`config.mk`:
```
export PLATFORM = sky130hd
export DESIGN_NAME = twpd_ram
export DESIGN_NICKNAME = d
export VERILOG_FILES = /design/src/twpd_ram.sv
export SDC_FILE = /design/constraint.sdc
export NUM_CORES = 1
export LEC_CHECK = 0
export BUFFER_PORTS_ARGS = -buffer_cell sky130_fd_sc_hd__buf_2
export CORE_ASPECT_RATIO = 1.2
export CORE_MARGIN = 4
export CORE_UTILIZATION = 45
export DETAILED_ROUTE_END_ITERATION = 12
export GPL_ROUTABILITY_DRIVEN = 0
export MAX_ROUTING_LAYER = met4
export PLACE_DENSITY_LB_ADDON = 0.25
export SLEW_MARGIN = 20
export SYNTH_ARGS = -nofsm -noshare
export SYNTH_HDL_FRONTEND = slang
export SYNTH_SLANG_ARGS = --single-unit
```
`constraint.sdc`:
```
create_clock -name clk_i -period 1.2 [get_ports clk_i]
set_input_delay 0.3 -clock clk_i [delete_from_list [all_inputs] [get_ports clk_i]]
set_output_delay 0.3 -clock clk_i [all_outputs]
set_load 0.02 [all_outputs]
```
`src/twpd_ram.sv`:
```
// Generic single-write, single-read synchronous RAM with registered read data.
// A read at the address being written returns the old contents.
// No dependencies.
module twpd_ram #(
  parameter int unsigned WIDTH = 8,
  parameter int unsigned DEPTH = 2
) (
  input  logic                                        clk_i,
  input  logic                                        we_i,
  input  logic [((DEPTH > 1) ? $clog2(DEPTH) : 1)-1:0] waddr_i,
  input  logic [WIDTH-1:0]                            wdata_i,
  input  logic [((DEPTH > 1) ? $clog2(DEPTH) : 1)-1:0] raddr_i,
  output logic [WIDTH-1:0]                            rdata_o
);

  logic [WIDTH-1:0] mem_q [DEPTH];
  logic [WIDTH-1:0] rdata_q;

  always_ff @(posedge clk_i) begin
    if (we_i) begin
      mem_q[waddr_i] <= wdata_i;
    end
    rdata_q <= mem_q[raddr_i];
  end

  assign rdata_o = rdata_q;

endmodule

```
Word level (Yosys, flattened, before mapping)
Memory sizes are Yosys's and may differ from the RTL's. A register that Yosys moved wholly into a read port is not among the register bits.
Cells that the tools add are included.

storage, ports and cells
  input port bits = 12
  output and inout bits = 8
  RAM bits = 16
  flip-flop bits (word level) = 0
  word-level logic and storage cells = 3
  memories kept = 1

memories
  name   depth  bits a word  rd ports  clocked after memory_dff  write ports  RTL line  RTL
  mem_q  2      8            1         1                         1            16        logic [WIDTH-1:0] mem_q [DEPTH];

cells by class
  mux-type cells = 2

operators with widths
  cell               number
  1-bit two-way mux  2

Longest topological paths before layout
  word-level depth = 2
  gate-level depth with buffers = 2
  gate-level depth less buffers = 1

Worst setup path before layout
No wires, ideal clock.

  path type = input port to flip-flop
  start point = input we_i
  end point = memory mem_q[0][0], enable pin
  arrival time = 720 ps
  path slack = 107 ps
  cell stages on the path = 1
  buffers on the path = 0
  cells stage by stage = nor2b_1

between the ends
  cells in the longest elaborated chain, start to end = 2

ends and longest elaborated chain
  element                                  RTL line  RTL
  from (decl)                              9         input logic we_i,
  1-bit two-way mux                        20        if (we_i) begin
  1-bit two-way mux (not written as such)  21        mem_q[waddr_i] <= wdata_i;
  to (decl)                                16

No other way between the ends.

Worst setup path after layout
  start point = register rdata_q[2] (netlist: rdata_o[2]), read port of mem_q
  end point = output rdata_o[2]

RTL lines
  element      RTL line  RTL
  from (decl)  17        logic [WIDTH-1:0] rdata_q;
  to (decl)    13        output logic [WIDTH-1:0] rdata_o

No word-level cell between the ends.

==> summary.txt <==
Status
  – Status: completed

Critical path
  – Crit Path Max Fanout: 1
  – R2r setup slk: 0.45 ns
  – Crit path max-delay family: flip-flops
  – Critical path capture point type: output port
  – CP peak stage delay: around 0.32 ns
  – Reg-to-reg startpoint: mem_q[0][7]$_DFFE_PP_
  – CP arrival: roughly 0.77 ns
  – WS Path Type: reg2out
  – Reg2Reg Depth: 1
  – Crit-path cells: buf_2
  – Crit-path slowest cell: dfxtp_1
  – WP depth: 1
  – Worst path bufs/invs: 1
  – R2R Path End: rdata_o[7]$_DFF_P_
  – Critical path required time: around 0.90 ns
  – Worst setup SP type: flop

GRT
  – Initial antenna violation count: 0
  – First-pass GRT wire length: 1260 µm
  – Vias in the first global route: 317
  – Largest net degree at the start of global routing: 13
  – GRT overflow: 0
  – Total GRT Usage: 0.0866

Synth
  – Dominant cell type by area after synthesis: edfxtp_1
  – Yosys cell types: 6
  – Post-synthesis sequential area ratio: 0.817
  – Flops & latches, synth: 24
  – Syn_nets: 47
  – Syn Std Cell Area: 785 µm²
  – Average size of a mapped cell: ~22 µm²
  – Synth warn: 0
  – Cells after synthesis: 35
  – Synth top area cells: edfxtp_1 (61%), dfxtp_1 (20%), mux2_4 (15%), buf_6 (1.4%), and2_1 (0.80%)
  – Share of the synthesized area in the top cell type: 0.612

Final layout
  – Layout cells sized above 1: 0.544
  – Most frequent cells in the layout: buf_2 (19), edfxtp_1 (16), mux2_4 (8), dfxtp_1 (8), clkbuf_4 (3)
  – Final-stage net count: between 70 and 80
  – Area delta synth->final: 17.4%
  – Commonest non-fill, non-tap cell in the layout: buf_2
  – Non-Filler Instances: between 70 and 80
  – Ant. Diodes: 0
  – Post-layout utilization of the core: 0.561

Place
  – Placed Cells: 72
  – I/O Buffers: 19
  – Pre-CTS setup slack: 0.107 ns

Clock tree
  – TritonCTS Sinks: 24
  – Post-cts sizing count: 0
  – Worst skew pair latency: 0.30 ns
  – Clock Tree Root: clkbuf_4
  – Post-CTS Setup Inserts: 0
  – Clk buf depth: 2
  – Clock transition at path regs: approximately 0.11 ns
  – CTS tree: yes
  – Total CTS buffers: 3
  – H-tree depth: 1
  – Cts hold-fix bufs: 0

Timing
  – Final setup viols: 0
  – Final hold vios: 0
  – Slew of the pin with the lowest slew margin: 0.366 ns
  – Period utilisation layout: 0.895
  – Final worst setup slack: around 0.13 ns
  – Max Slew Vio Count: 0
  – F_max: 931 MHz
  – Final Skew: roughly 0.0012 ns
  – Setup Total Neg Slack: 0 ns
  – Min cycle time layout: around 1.1 ns
  – Relative slew slack: 0.756
  – RSZ-0062 raised after global routing: no

Floorplan
  – Starting Density: 0.478
  – Chip Width: roughly 46 µm
  – Core ar.: 0.00164 mm²
  – Die outline height: 53.7 µm
  – Placement Rows: 16
  – Top-Level Pins: 20
  – Die ar.: 0.00248 mm²

Detailed routing
  – Per-cell routed wire length: around 12 µm
  – Vias per std cell: 4.63
  – Final WL: 863 µm
  – DRT antenna net count: 0
  – Total iterations of the first detailed-routing run: 2
  – Total number of vias: 347
  – Starting DRT DRC Count: 4
  – Remaining DRCs: 0

Power
  – Maximum VDD drop: 0.838 mV
  – Leak pwr: 0.382 nW
  – Pwr Density: 1540 mW/mm²

Hold path
  – Hold Crit Endpoint: mem_q[0][4]$_DFFE_PP_
  – Worst hold start: wdata_i[4]
  – WHS Path Cells: 1
  – HP Class: in2reg

Job
  – Max-cap violation count: 0
==> worst max-delay path by stage <==
| stage | start | to | slack [ns] |
|---|---|---|---|
| 2_1_floorplan | we_i | mem_q[0][0]$_DFFE_PP_ | 0.11 |
| 3_3_place_gp | waddr_i | mem_q[1][5]$_DFFE_PP_ | 0.14 |
| 3_5_place_dp | waddr_i | mem_q[1][5]$_DFFE_PP_ | 0.11 |
| 4_1_cts | rdata_o[0]$_DFF_P_ | rdata_o[0] | 0.11 |
| 5_1_grt | rdata_o[2]$_DFF_P_ | rdata_o[2] | 0.08 |
| 6_report | rdata_o[2]$_DFF_P_ | rdata_o[2] | 0.13 |
==> cell usage after synthesis, drive strengths merged <==
library cell  instances
buf                   1
and2                  1
edfxtp               16
dfxtp                 8
nor2b                 1
mux2                  8
==> routing by layer <==
metal,global-route usage,wire (µm),vias up
li1,-,-,175
met1,0.0713,305,150
met2,0.128,431,17
met3,0.0401,84,5
met4,0.0995,42,0
met5,-,0,-
==> final cells by class <==
cell class	instances	area, µm²
Multi-Input combinational cell	10	133
Tap cell	18	22.5
Timing Repair Buffer	20	103
Sequential cell	24	641
Clock buffer	3	22.5
Fill cell	130	721
==> stage by stage <==
stage / instance area, µm² / hold WS (ns) / power, mW
detailed placement: 898 / 0.459 / 1.12
CTS: 921 / 0.167 / 1.44
finish: 921 / 0.175 / 1.42
floorplan: 785 / 0.399 / 1.07
global route: 921 / 0.155 / 1.49
global placement: 898 / 0.455 / 1.12
==> cells by family (layout without fill, tap and decap cells) <==
family	after synthesis	after routing	synth area share
flip-flops	24	24	0.817
buffers and inverters	1	23	0.0144
multiplexers	8	8	0.153
AND/OR/NAND/NOR	2	2	0.0160
==> state kept, by name (all words and copies together) (netlist names) <==
signal and flops:
mem_q 16, rdata_o 8
==> where the power goes <==
group / total [mW] / leakage, nW / internal (mW) / switching (mW)
clock: 0.323 / 0.0138 / 0.117 / 0.206
sequential: 0.958 / 0.218 / 0.946 / 0.0122
combinational: 0.138 / 0.150 / 0.0685 / 0.0696
Note: power is estimated with default switching activity, not from simulation.
